===== config.mk =====
export PLATFORM = sky130hd
export DESIGN_NAME = stack_expression_evaluator_core
export DESIGN_NICKNAME = d
export VERILOG_FILES = /design/src/rtl/seev_pkg.sv /design/src/rtl/seev_alu.sv /design/src/rtl/stack_expression_evaluator_core.sv
export SDC_FILE = /design/constraint.sdc
export NUM_CORES = 2
export LEC_CHECK = 0
export BUFFER_PORTS_ARGS = -buffer_cell sky130_fd_sc_hd__buf_4
export CORE_AREA = 2 2 399 401
export CTS_BUF_LIST = sky130_fd_sc_hd__clkbuf_8 sky130_fd_sc_hd__clkbuf_16
export CTS_CLUSTER_DIAMETER = 60
export CTS_CLUSTER_SIZE = 24
export DETAILED_ROUTE_END_ITERATION = 16
export DIE_AREA = 0 0 401 403
export PLACE_DENSITY = 0.79
export SLEW_MARGIN = 40
export SYNTH_ARGS = -nofsm -noshare
export SYNTH_HDL_FRONTEND = slang
export SYNTH_SLANG_ARGS = --single-unit
export TNS_END_PERCENT = 10

===== constraint.sdc =====
create_clock -name aclk -period 13.8 [get_ports aclk]
set_input_delay 4.14 -clock aclk [delete_from_list [all_inputs] [get_ports aclk]]
set_output_delay 4.14 -clock aclk [all_outputs]
set_load 0.005 [all_outputs]

===== src/rtl/seev_pkg.sv =====
`default_nettype none

package seev_pkg;

    // The operand base digit, then the symbol bytes with a special meaning; every other byte is an operand.
    localparam logic [7:0] CH_ZERO   = 8'h30;
    localparam logic [7:0] CH_PLUS   = 8'h2B;
    localparam logic [7:0] CH_MINUS  = 8'h2D;
    localparam logic [7:0] CH_STAR   = 8'h2A;
    localparam logic [7:0] CH_SLASH  = 8'h2F;
    localparam logic [7:0] CH_CARET  = 8'h5E;
    localparam logic [7:0] CH_DOLLAR = 8'h24;
    localparam logic [7:0] CH_LPAREN = 8'h28;
    localparam logic [7:0] CH_RPAREN = 8'h29;

    // Result status codes.
    localparam logic [2:0] ST_OK        = 3'd0;
    localparam logic [2:0] ST_OVERFLOW  = 3'd1;
    localparam logic [2:0] ST_UNDERFLOW = 3'd2;
    localparam logic [2:0] ST_LEFTOVER  = 3'd3;
    localparam logic [2:0] ST_DIVZERO   = 3'd4;
    localparam logic [2:0] ST_BADEXP    = 3'd5;
    localparam logic [2:0] ST_PAREN     = 3'd6;

    localparam logic signed [31:0] ONE_Q16 = 32'sh0001_0000;
    localparam logic signed [31:0] Q16_MAX = 32'sh7FFF_FFFF;
    localparam logic signed [31:0] Q16_MIN = 32'sh8000_0000;

    // Quotient bits produced by the divider, one per cycle.
    localparam int DIV_STEPS = 48;
    localparam int CNT_W     = 6;

    typedef struct packed {
        logic [7:0] symbol;
        logic       last;
    } in_word_t;

    typedef struct packed {
        logic signed [31:0] value;
        logic [2:0]         status;
    } out_word_t;

    typedef enum logic [2:0] {
        SYM_OPERAND,
        SYM_PAREN,
        SYM_ADD,
        SYM_SUB,
        SYM_MUL,
        SYM_DIV,
        SYM_POW
    } sym_class_t;

    typedef enum logic [2:0] {
        OP_ADD,
        OP_SUB,
        OP_MUL,
        OP_DIV,
        OP_POW
    } alu_op_t;

    typedef struct packed {
        logic    start;
        alu_op_t op;
    } alu_req_t;

    typedef struct packed {
        logic       done;
        logic [2:0] status;
    } alu_resp_t;

    typedef enum logic [2:0] {
        CS_IDLE,
        CS_READ2,
        CS_START,
        CS_WAIT,
        CS_FINISH
    } ctl_state_t;

    typedef enum logic [2:0] {
        A_IDLE,
        A_MUL_P,
        A_MUL_S,
        A_DIV,
        A_DIV_FIX,
        A_DONE
    } alu_state_t;

    function automatic sym_class_t classify_symbol(input logic [7:0] c);
        sym_class_t k;
        case (c)
            CH_LPAREN, CH_RPAREN: k = SYM_PAREN;
            CH_PLUS:              k = SYM_ADD;
            CH_MINUS:             k = SYM_SUB;
            CH_STAR:              k = SYM_MUL;
            CH_SLASH:             k = SYM_DIV;
            CH_CARET, CH_DOLLAR:  k = SYM_POW;
            default:              k = SYM_OPERAND;
        endcase
        return k;
    endfunction

    function automatic logic signed [31:0] sat_to_q16(input logic signed [47:0] v);
        logic signed [31:0] r;
        if (v > 48'(Q16_MAX)) begin
            r = Q16_MAX;
        end else if (v < 48'(Q16_MIN)) begin
            r = Q16_MIN;
        end else begin
            r = v[31:0];
        end
        return r;
    endfunction

endpackage

`default_nettype wire


===== src/rtl/seev_alu.sv =====
`default_nettype none

module seev_alu #(
    parameter int MAX_EXPONENT = 31
) (
    input  wire logic               aclk,
    input  wire logic               aresetn,
    input  wire seev_pkg::alu_req_t req,
    input  wire logic signed [31:0] a_in,
    input  wire logic signed [31:0] b_in,
    output seev_pkg::alu_resp_t     resp,
    output logic signed [31:0]      result
);
    import seev_pkg::*;

    alu_state_t         state_reg, state_next;
    alu_op_t            op_reg, op_next;
    logic signed [31:0] acc_reg, acc_next;
    logic signed [31:0] mulb_reg, mulb_next;
    logic signed [63:0] prod_reg, prod_next;
    logic [CNT_W-1:0]   cnt_reg, cnt_next;
    logic [31:0]        rem_reg, rem_next;
    logic [31:0]        dsr_reg, dsr_next;
    logic [47:0]        dvd_reg, dvd_next;
    logic               neg_reg, neg_next;
    logic [2:0]         err_reg, err_next;

    logic [31:0] a_mag, b_mag;
    logic [14:0] exp_int;
    logic [32:0] rem_sh;
    logic        rem_ge;
    logic [31:0] q_neg;

    assign a_mag   = a_in[31] ? 32'(-a_in) : 32'(a_in);
    assign b_mag   = b_in[31] ? 32'(-b_in) : 32'(b_in);
    assign exp_int = b_in[30:16];
    assign rem_sh  = {rem_reg, dvd_reg[47]};
    assign rem_ge  = rem_sh >= {1'b0, dsr_reg};
    assign q_neg   = ~dvd_reg[31:0] + 32'd1;

    always_ff @(posedge aclk) begin
        if (!aresetn) begin
            state_reg <= A_IDLE;
        end else begin
            state_reg <= state_next;
        end
        op_reg   <= op_next;
        acc_reg  <= acc_next;
        mulb_reg <= mulb_next;
        prod_reg <= prod_next;
        cnt_reg  <= cnt_next;
        rem_reg  <= rem_next;
        dsr_reg  <= dsr_next;
        dvd_reg  <= dvd_next;
        neg_reg  <= neg_next;
        err_reg  <= err_next;
    end

    always_comb begin
        state_next = state_reg;
        op_next    = op_reg;
        acc_next   = acc_reg;
        mulb_next  = mulb_reg;
        prod_next  = prod_reg;
        cnt_next   = cnt_reg;
        rem_next   = rem_reg;
        dsr_next   = dsr_reg;
        dvd_next   = dvd_reg;
        neg_next   = neg_reg;
        err_next   = err_reg;
        case (state_reg)
            A_IDLE: begin
                if (req.start) begin
                    op_next  = req.op;
                    err_next = ST_OK;
                    case (req.op)
                        OP_ADD: begin
                            acc_next   = sat_to_q16(48'(a_in) + 48'(b_in));
                            state_next = A_DONE;
                        end
                        OP_SUB: begin
                            acc_next   = sat_to_q16(48'(a_in) - 48'(b_in));
                            state_next = A_DONE;
                        end
                        OP_MUL: begin
                            acc_next   = a_in;
                            mulb_next  = b_in;
                            cnt_next   = CNT_W'(1);
                            state_next = A_MUL_P;
                        end
                        OP_DIV: begin
                            if (b_in == 32'sd0) begin
                                err_next   = ST_DIVZERO;
                                state_next = A_DONE;
                            end else begin
                                neg_next   = a_in[31] ^ b_in[31];
                                dvd_next   = {a_mag, 16'h0000};
                                dsr_next   = b_mag;
                                rem_next   = '0;
                                cnt_next   = '0;
                                state_next = A_DIV;
                            end
                        end
                        default: begin
                            // Power: repeated Q16 multiply by the base.
                            acc_next  = ONE_Q16;
                            mulb_next = a_in;
                            if (b_in[31] || (exp_int > 15'(MAX_EXPONENT))) begin
                                err_next   = ST_BADEXP;
                                state_next = A_DONE;
                            end else if (exp_int == 15'd0) begin
                                state_next = A_DONE;
                            end else begin
                                cnt_next   = exp_int[CNT_W-1:0];
                                state_next = A_MUL_P;
                            end
                        end
                    endcase
                end
            end
            A_MUL_P: begin
                prod_next  = acc_reg * mulb_reg;
                state_next = A_MUL_S;
            end
            A_MUL_S: begin
                // Arithmetic shift is the floor division by one Q16 unit.
                acc_next = sat_to_q16($signed(prod_reg[63:16]));
                cnt_next = cnt_reg - CNT_W'(1);
                if (cnt_reg == CNT_W'(1)) begin
                    state_next = A_DONE;
                end else begin
                    state_next = A_MUL_P;
                end
            end
            A_DIV: begin
                rem_next = rem_ge ? 32'(rem_sh - {1'b0, dsr_reg}) : rem_sh[31:0];
                dvd_next = {dvd_reg[46:0], rem_ge};
                cnt_next = cnt_reg + CNT_W'(1);
                if (cnt_reg == CNT_W'(DIV_STEPS - 1)) begin
                    state_next = A_DIV_FIX;
                end
            end
            A_DIV_FIX: begin
                if (neg_reg) begin
                    acc_next = (dvd_reg > 48'h0000_8000_0000) ? Q16_MIN : $signed(q_neg);
                end else begin
                    acc_next = (dvd_reg > 48'h0000_7FFF_FFFF) ? Q16_MAX
                                                               : $signed(dvd_reg[31:0]);
                end
                state_next = A_DONE;
            end
            A_DONE: begin
                state_next = A_IDLE;
            end
            default: begin
                state_next = A_IDLE;
            end
        endcase
    end

    assign resp.done   = (state_reg == A_DONE);
    assign resp.status = err_reg;
    assign result      = acc_reg;

endmodule

`default_nettype wire


===== src/rtl/stack_expression_evaluator_core.sv =====
// An operand or parenthesis is handled as it is accepted; a word with last then emits a result.
// Operators take 2 stack reads, then the shared arithmetic unit: + and - are one saturated add,
// * a multiply and a shift, / one quotient bit per cycle, ^ that multiply per unit of exponent n.
// One word is processed at a time; throughput is set by the arithmetic unit's iterations.
// Reset (synchronous, active low) empties the stack, clears the status and prefix mode.
// The stack memory is not cleared; entries are always written before they are read.
`default_nettype none

module stack_expression_evaluator_core #(
    parameter int STACK_DEPTH  = 32,
    parameter int MAX_EXPONENT = 31
) (
    input  wire logic          aclk,
    input  wire logic          aresetn,
    input  wire logic          cfg_wr_en,
    input  wire logic          cfg_wr_data,
    input  wire logic          s_valid,
    output logic               s_ready,
    input  wire seev_pkg::in_word_t s_word,
    output logic               m_valid,
    input  wire logic          m_ready,
    output seev_pkg::out_word_t m_word
);
    import seev_pkg::*;

    // The top counter must hold the full depth, the address one less.
    localparam int AW = (STACK_DEPTH > 1) ? $clog2(STACK_DEPTH) : 1;
    localparam int TW = $clog2(STACK_DEPTH + 1);

    // Value stack: one write port and one registered read port.
    logic [31:0] stack_mem [STACK_DEPTH];
    logic        wr_en, rd_en;
    logic [AW-1:0] wr_addr, rd_addr;
    logic signed [31:0] wr_data;
    logic signed [31:0] rd_data_reg;

    ctl_state_t         state_reg, state_next;
    logic [TW-1:0]      top_reg, top_next;
    logic [2:0]         sticky_reg, sticky_next;
    logic               prefix_mode_reg;
    logic               last_reg, last_next;
    alu_op_t            op_reg, op_next;
    logic signed [31:0] first_reg, first_next;
    logic signed [31:0] bottom_reg;
    out_word_t          out_word_reg, out_word_next;
    logic               m_valid_reg, m_valid_next;

    alu_req_t           alu_req;
    alu_resp_t          alu_resp;
    logic signed [31:0] alu_a, alu_b, alu_result;

    sym_class_t         sym_class;
    logic signed [8:0]  operand_int;
    logic signed [31:0] operand_q;
    logic [TW-1:0]      top_m1, top_m2;
    logic [2:0]         final_status;

    assign sym_class   = classify_symbol(s_word.symbol);
    assign operand_int = $signed({1'b0, s_word.symbol}) - $signed({1'b0, CH_ZERO});
    assign operand_q   = {{7{operand_int[8]}}, operand_int, 16'h0000};
    assign top_m1      = top_reg - TW'(1);
    assign top_m2      = top_reg - TW'(2);

    // In postfix mode the first value popped is the right operand; in prefix mode
    // the symbols arrive reversed, so it is the left operand.
    assign alu_a = prefix_mode_reg ? first_reg   : rd_data_reg;
    assign alu_b = prefix_mode_reg ? rd_data_reg : first_reg;

    always_comb begin
        if (sticky_reg != ST_OK) begin
            final_status = sticky_reg;
        end else if (top_reg == '0) begin
            final_status = ST_UNDERFLOW;
        end else if (top_reg != TW'(1)) begin
            final_status = ST_LEFTOVER;
        end else begin
            final_status = ST_OK;
        end
    end

    seev_alu #(
        .MAX_EXPONENT(MAX_EXPONENT)
    ) u_alu (
        .aclk   (aclk),
        .aresetn(aresetn),
        .req    (alu_req),
        .a_in   (alu_a),
        .b_in   (alu_b),
        .resp   (alu_resp),
        .result (alu_result)
    );

    always_ff @(posedge aclk) begin
        if (wr_en) begin
            stack_mem[wr_addr] <= wr_data;
        end
        if (rd_en) begin
            rd_data_reg <= stack_mem[rd_addr];
        end
    end

    // Entry zero is mirrored in a register so the final value needs no extra read.
    always_ff @(posedge aclk) begin
        if (wr_en && (wr_addr == '0)) begin
            bottom_reg <= wr_data;
        end
        last_reg     <= last_next;
        op_reg       <= op_next;
        first_reg    <= first_next;
        out_word_reg <= out_word_next;
    end

    always_ff @(posedge aclk) begin
        if (!aresetn) begin
            state_reg       <= CS_IDLE;
            top_reg         <= '0;
            sticky_reg      <= ST_OK;
            prefix_mode_reg <= 1'b0;
            m_valid_reg     <= 1'b0;
        end else begin
            state_reg   <= state_next;
            top_reg     <= top_next;
            sticky_reg  <= sticky_next;
            m_valid_reg <= m_valid_next;
            if (cfg_wr_en) begin
                prefix_mode_reg <= cfg_wr_data;
            end
        end
    end

    always_comb begin
        state_next    = state_reg;
        top_next      = top_reg;
        sticky_next   = sticky_reg;
        last_next     = last_reg;
        op_next       = op_reg;
        first_next    = first_reg;
        out_word_next = out_word_reg;
        m_valid_next  = m_valid_reg && !m_ready;
        wr_en         = 1'b0;
        wr_addr       = top_reg[AW-1:0];
        wr_data       = operand_q;
        rd_en         = 1'b0;
        rd_addr       = top_m1[AW-1:0];
        alu_req.start = 1'b0;
        alu_req.op    = op_reg;
        s_ready       = (state_reg == CS_IDLE);

        case (state_reg)
            CS_IDLE: begin
                if (s_valid) begin
                    last_next  = s_word.last;
                    state_next = s_word.last ? CS_FINISH : CS_IDLE;
                    // After an error, every word is skipped until the last one.
                    if (sticky_reg == ST_OK) begin
                        case (sym_class)
                            SYM_PAREN: begin
                                sticky_next = ST_PAREN;
                            end
                            SYM_OPERAND: begin
                                if (top_reg == TW'(STACK_DEPTH)) begin
                                    sticky_next = ST_OVERFLOW;
                                end else begin
                                    wr_en    = 1'b1;
                                    top_next = top_reg + TW'(1);
                                end
                            end
                            default: begin
                                if (top_reg < TW'(2)) begin
                                    sticky_next = ST_UNDERFLOW;
                                end else begin
                                    rd_en      = 1'b1;
                                    state_next = CS_READ2;
                                    case (sym_class)
                                        SYM_ADD: op_next = OP_ADD;
                                        SYM_SUB: op_next = OP_SUB;
                                        SYM_MUL: op_next = OP_MUL;
                                        SYM_DIV: op_next = OP_DIV;
                                        default: op_next = OP_POW;
                                    endcase
                                end
                            end
                        endcase
                    end
                end
            end
            CS_READ2: begin
                // The top entry has arrived; fetch the one below it.
                first_next = rd_data_reg;
                rd_en      = 1'b1;
                rd_addr    = top_m2[AW-1:0];
                state_next = CS_START;
            end
            CS_START: begin
                alu_req.start = 1'b1;
                state_next    = CS_WAIT;
            end
            CS_WAIT: begin
                if (alu_resp.done) begin
                    // Two values popped and one pushed: the result never overflows.
                    if (alu_resp.status != ST_OK) begin
                        sticky_next = alu_resp.status;
                    end else begin
                        wr_en    = 1'b1;
                        wr_addr  = top_m2[AW-1:0];
                        wr_data  = alu_result;
                        top_next = top_m1;
                    end
                    state_next = last_reg ? CS_FINISH : CS_IDLE;
                end
            end
            CS_FINISH: begin
                // Wait for the output register to be free, then clear for the next expression.
                if (!m_valid_reg || m_ready) begin
                    out_word_next.status = final_status;
                    out_word_next.value  = (final_status == ST_OK) ? bottom_reg : 32'sd0;
                    m_valid_next         = 1'b1;
                    top_next             = '0;
                    sticky_next          = ST_OK;
                    state_next           = CS_IDLE;
                end
            end
            default: begin
                state_next = CS_IDLE;
            end
        endcase
    end

    assign m_valid = m_valid_reg;
    assign m_word  = out_word_reg;

    // The stack pointer never runs past the stack.
    a_top_bound: assert property (@(posedge aclk) disable iff (!aresetn)
        top_reg <= TW'(STACK_DEPTH))
        else $error("stack pointer beyond stack depth");

    // A new result only comes out of the finish step.
    a_result_source: assert property (@(posedge aclk) disable iff (!aresetn)
        (m_valid_next && !(m_valid_reg && !m_ready)) |-> (state_reg == CS_FINISH))
        else $error("result produced outside the finish step");

    // The arithmetic unit only answers while the controller waits for it.
    a_alu_done_wait: assert property (@(posedge aclk) disable iff (!aresetn)
        alu_resp.done |-> (state_reg == CS_WAIT))
        else $error("arithmetic result arrived while not waiting");

    // An erroneous result carries a zero value.
    a_err_zero: assert property (@(posedge aclk) disable iff (!aresetn)
        (m_valid && (m_word.status != ST_OK)) |-> (m_word.value == 32'sd0))
        else $error("error result with nonzero value");

    // Emitting a result leaves an empty stack and a clear status.
    a_clear_after: assert property (@(posedge aclk) disable iff (!aresetn)
        ((state_reg == CS_FINISH) && (!m_valid_reg || m_ready))
            |=> ((top_reg == '0) && (sticky_reg == ST_OK)))
        else $error("state not cleared after a result");

endmodule

`default_nettype wire


; Word level (Yosys, flattened, before mapping)
; Memory sizes are Yosys's and may differ from the RTL's. A register that Yosys moved wholly into a read port is not among the register bits.
; Cells that the tools add are included.
[op_classes]
n_reduce_logical = 41
bitwise = 6
n_addsub = 12
muxes = 97
eq_ne = 48
magnitude_cmp = 11
multipliers = 1
[ops]
columns = operator, n
row1 = $mux W32, 20
row2 = $gt A48 B32 Y1 const B, 4
row3 = $lt A48 B32 Y1 const B, 3
row4 = $mux W48, 3
row5 = $pmux W32 S2, 2
row6 = $pmux W32 S4, 1
row7 = $pmux W32 S3, 1
row8 = $pmux W48 S2, 1
row9 = $mux W3, 23
row10 = $mux W6, 11
row11 = $mul A32 B32 Y64, 1
row12 = $neg A32 Y32, 2
row13 = $eq A8 B6 Y1 const B, 7
row14 = $pmux W6 S3, 3
row15 = $gt A48 B31 Y1 const B, 1
row16 = $add A32 B32 Y33, 1
row17 = $ge A33 B32 Y1, 1
row18 = $sub A32 B32 Y33, 1
row19 = $add A32 B1 Y32 const B, 1
row20 = $logic_not A32 Y1, 1
row21 = $not A32 Y32, 1
row22 = $sub A32 B32 Y32, 1
row23 = $mux W31, 1
row24 = $pmux W3 S5, 2
row25 = 45 further kinds, 123
[totals]
mem_bits_rw = 1024
output_inout_bits = 37
regBits = 370
elab_cells = 239
inputBits = 15
mem_count = 1
[mem_list]
columns = name, words, word_bits, rd, rd_clocked_by_memory_dff, write_ports, line_no
row1 = stack_mem, 32, 32, 1, 1, 1, stack_expression_evaluator_core.sv:31  ; logic [31:0] stack_mem [STACK_DEPTH];

; Logic depth before layout (Yosys ltp)
[logic_depth]
ltp_word = 10
depth_mapped = 29
ltp_nobuf = 28

; By module
; A second synthesis with hierarchy kept.
[unflattened]
cells_unflattened = 9202
area_unflattened_um2 = 101855.2
[modules_own_cells]
columns = mod, cells_each, area_each_um2, seq_area_each_um2, instances
row1 = seev_alu, 5652, 52816.9, 7056.8, 1
row2 = stack_expression_evaluator_core, 3550, 49038.3, 35083.6, 1

; Worst setup path before layout
; Ideal clock, no wire load.
[synth_path]
path_kind = register -> register
start = register u_alu.acc_reg[31] (netlist: u_alu.result[31])
end = register u_alu.prod_reg[60] (data pin)
path_slack_ps = 6020
synth_period_minus_slack_ps = 7780
t_required_ps = 13665
stages_incl_launch_ff = 23
arrival_ps = 7645
setup_ps = 135
n_path_buf = 1
path_cell_list = edfxtp_1 clkbuf_1 nand2_1 inv_1 fa_1 fa_1 fa_1 fa_1 fa_1 fa_1 fa_1 fa_1 ha_1 a21o_1 a21oi_1 o21ai_0 a22oi_1 o21ai_0 a221oi_1 o311ai_1 a31o_2 or4_1 nand3_1
[synth_via]
elab_chain_cells = 1
[synth_rtl]
columns = item, line_no
row1 = from (decl), seev_alu.sv:18  ; logic signed [31:0] acc_reg, acc_next;
row2 = from (signal assigned), seev_alu.sv:48  ; acc_reg <= acc_next;
row3 = $mul A32 B32 Y64, seev_alu.sv:122  ; prod_next = acc_reg * mulb_reg;
row4 = to (signal assigned), seev_alu.sv:50  ; prod_reg <= prod_next;
row5 = to (decl), seev_alu.sv:20  ; logic signed [63:0] prod_reg, prod_next;
; No other way between the ends.
; A chain may end at the register's enable or synchronous reset.

; Worst setup path after layout
[layout_path]
start = register u_alu.mulb_reg[2]
end = register u_alu.prod_reg[60] (data pin)
[layout_via]
elab_chain_cells = 1
[layout_rtl]
columns = item, line_no
row1 = from (decl), seev_alu.sv:19  ; logic signed [31:0] mulb_reg, mulb_next;
row2 = from (signal assigned), seev_alu.sv:49  ; mulb_reg <= mulb_next;
row3 = $mul A32 B32 Y64, seev_alu.sv:122
; No other way between the ends.

==> results.txt <==
WS Path Type: reg2reg
CP endpoint kind: flop
Largest family of logic cells by synthesized area: adder cells
Final-report hold violation count: 0
First-pass GRT wire length: 423 mm
Final setup viols: 0
Hold worst-path end: first_reg[24]
Hold_buf cts: 0
Pwr per Cell Area: 93.5 mW/mm^2
Slew headroom: 37.1%
Count leader, synth: edfxtp_1
YS warnings: 0
Vias in the first global route: 67300
Gp weighted congestion: 1.01
Hold Slack: 0.492 ns
Clk_skew: 0.0911 ns
Critical Path Most Common Cell: fa_1
Die height: 403 um
DRT antenna net count: 0
Lkg Pwr: 42.2 nW
CTS resizes: 0
Placed cell count: 9799
Drt pass-1 iters: 6
Area growth, synth to finish: 6.69%
Nets: 9214
# fillers: 11000
Adder-cell area share of the yosys netlist: 25.7%
Tcrit/Tclk final: 67.2%
Avg Cell Area, Syn: 12.5 sq um
R2r setup slk: 4.53 ns
Max cap viols: 0
H-tree depth: 3
Largest register FFs: 1024
Outcome: finished, final reports clean
CP peak stage delay: 0.77 ns
Wire per inst: 28.2 um
Total grt overflow: 0
Netlist cell types: 92
Area leader, netlist: edfxtp_1
Worst-Margin Slew: 0.934 ns
Via density: 6.47
TritonCTS Sinks: 1409
HPWL Detailed: 189 mm
DIE WIDTH: 401 um
Via count of the routed design: 64500
Reg2reg path depth: 24
Initial antenna violation count: 18
Multiplexer share of the synthesized area: 8.08%
CTS tree: yes
Final min period: 9.27 ns
#FFs+latches synth: 1409
Crit path cell chain: buf_6 > nand2_1 > fa_1 > fa_1 > fa_1 > fa_1 > inv_1 > fa_1 > fa_1 > fa_1 > fa_1 > ha_1 > a21o_1 > a21o_1 > a21oi_1 > nor2b_1 > a21boi_1 > o21ai_0 > a221oi_1 > buf_4 > o311ai_2 > a31o_2 > or4_1 > nand3_1
Synth Area in Compound Gates: 6.07%
Syn Inst Count: 7909
Post-Route WL: 281 mm
Buf/Inv on CP: 3
Largest net degree at the start of global routing: 97
Hold Path Class: reg2reg
WP data required: 14.42 ns
Post-CTS Setup Repair Bufs: 0
Critical R2R Launch: u_alu.mulb_reg[2]
Pwr Total: 9.85 mW
Cell depth of the worst hold path: 0
CP delay by family, top: adder cells
HP Start: rd_data_reg[24]
Fmax: 108 MHz
Aggregate global-route resource usage: 35.5%
Crit path launch type: flop
# IOs: 52
Worst IR Drop VDD: 0.000146 V
Die footprint: 0.162 sq mm
Fin. max-slew vios: 0
DR iter-0 viols: 8231
Sequential fraction of the synthesis area: 42.7%
Worst skew pair latency: 0.77 ns
Most common library cells after synthesis: 1392 x edfxtp_1, 1085 x inv_1, 1084 x fa_1
Std cell rows: 146
Finished Layout Cells: 9961
RSZ-0062 raised after global routing: false
EDFF count, synth: 1392
Asr flop ratio synth: 0%
Share of layout cells above drive strength 1: 10.8%
Top cells by area, synth: edfxtp_1 42%, fa_1 22%, mux4_2 5.8%, inv_1 4.1%, ha_1 3.7%
CTS Buf Count: 93
Post-Synth XOR/XNOR Area: 1.72%
Clk root buf: clkbuf_16
Clk buf depth: 3
Reg2Reg Capture Point: u_alu.prod_reg[60]
Setup TNS after final layout: 0 ns
Top FF cell, synth: edfxtp_1
CORE AREA: 0.157 sq mm
Post-synth net total: 9299
Crit path max-delay cell type: edfxtp_1
Clock Pin Slew Worst Setup and Hold Paths: 0.09 ns
Initial core utilization: 62.7%
DR DRC count: 0
I/O Buffers: 51
Mapped Area: 0.0988 sq mm
Crit path DAT: 9.89 ns
Critical Path Fanout Max: 18
Post-Synth Simple-Gate Area: 10.1%
Synth top area share: 42.3%
==> per-stage QoR <==
| stage | setup WS (ns) | cell area [sq um] | util, % |
|---|---|---|---|
| floorplan | 6.02 | 98800 | - |
| global placement | 4.48 | 102000 | 64.7 |
| detailed placement | 4.67 | 102000 | 64.9 |
| CTS | 4.72 | 105000 | 66.9 |
| global route | 4.41 | 105000 | 66.9 |
| finish | 4.53 | 105000 | 66.9 |
==> layer usage <==
layer | GRT usage (%) | vias up | share of wire, %
met5 | 0 | - | 0.043
met4 | 18.0 | 16 | 6.0
met3 | 6.91 | 869 | 11
met2 | 56.0 | 4184 | 47
met1 | 47.5 | 32800 | 36
li1 | - | 26600 | -
==> cell families after synthesis <==
family	Yosys count
multiplexers	465
XOR/XNOR	194
buffers and inverters	1507
AO/OA/AOI/OAI	949
adder cells (fa/ha/maj)	1375
flip-flops	1409
AND/OR/NAND/NOR	2010
==> worst max-delay path by stage <==
stage                 startpoint                 end  slack (ns)  depth (start not counted)
2_1_floorplan   u_alu.result[31]  u_alu.prod_reg[60]        6.02                         22
3_5_place_dp   u_alu.mulb_reg[5]  u_alu.prod_reg[60]        4.67                         25
4_1_cts        u_alu.mulb_reg[2]  u_alu.prod_reg[60]        4.72                         24
5_1_grt         u_alu.result[16]  u_alu.prod_reg[57]        4.41                         26
6_report       u_alu.mulb_reg[2]  u_alu.prod_reg[60]        4.53                         24
3_3_place_gp   u_alu.mulb_reg[2]  u_alu.prod_reg[60]        4.48                         23
==> report_power, final <==
part           switching, mW  leakage, nW  total, mW  internal (mW)
sequential            0.0218         13.4       4.79           4.77
clock                   1.55         1.54       2.99           1.45
combinational           1.24         27.2       2.06          0.827
total                   2.80         42.2       9.85           7.05
==> cell type report <==
cell class / instances / area [sq um] / area share (%)
multi-input combinational: 4993 / 51400 / 48.8
inverter: 1088 / 4080 / 3.88
antenna: 5 / 12.5 / 0.0119
tap: 2072 / 2590 / 2.46
sequential: 1409 / 42100 / 40.0
clock buffer: 93 / 2330 / 2.21
timing repair buffer: 239 / 1930 / 1.83
clock inverter: 62 / 846 / 0.803
==> placed cells by master, fill, tap and decap left out, types with 35 or more instances in the layout <==
master     instances
mux2_2            95
o21ai_0          175
nand2_1          691
nor3_1            75
xor2_1            47
nor2_1           310
buf_4            218
and2_1           563
mux2i_1          113
edfxtp_1        1392
a21oi_1          320
clkbuf_16         93
inv_1           1087
o22ai_1           50
nand3_1           54
nand2b_1          42
mux4_2           256
o211ai_1          51
xnor2_1          144
a21o_1            64
ha_1             291
fa_1            1083
nor2_4            35
nor2b_1           42
No activity file was read; power rests on OpenSTA's default activity.
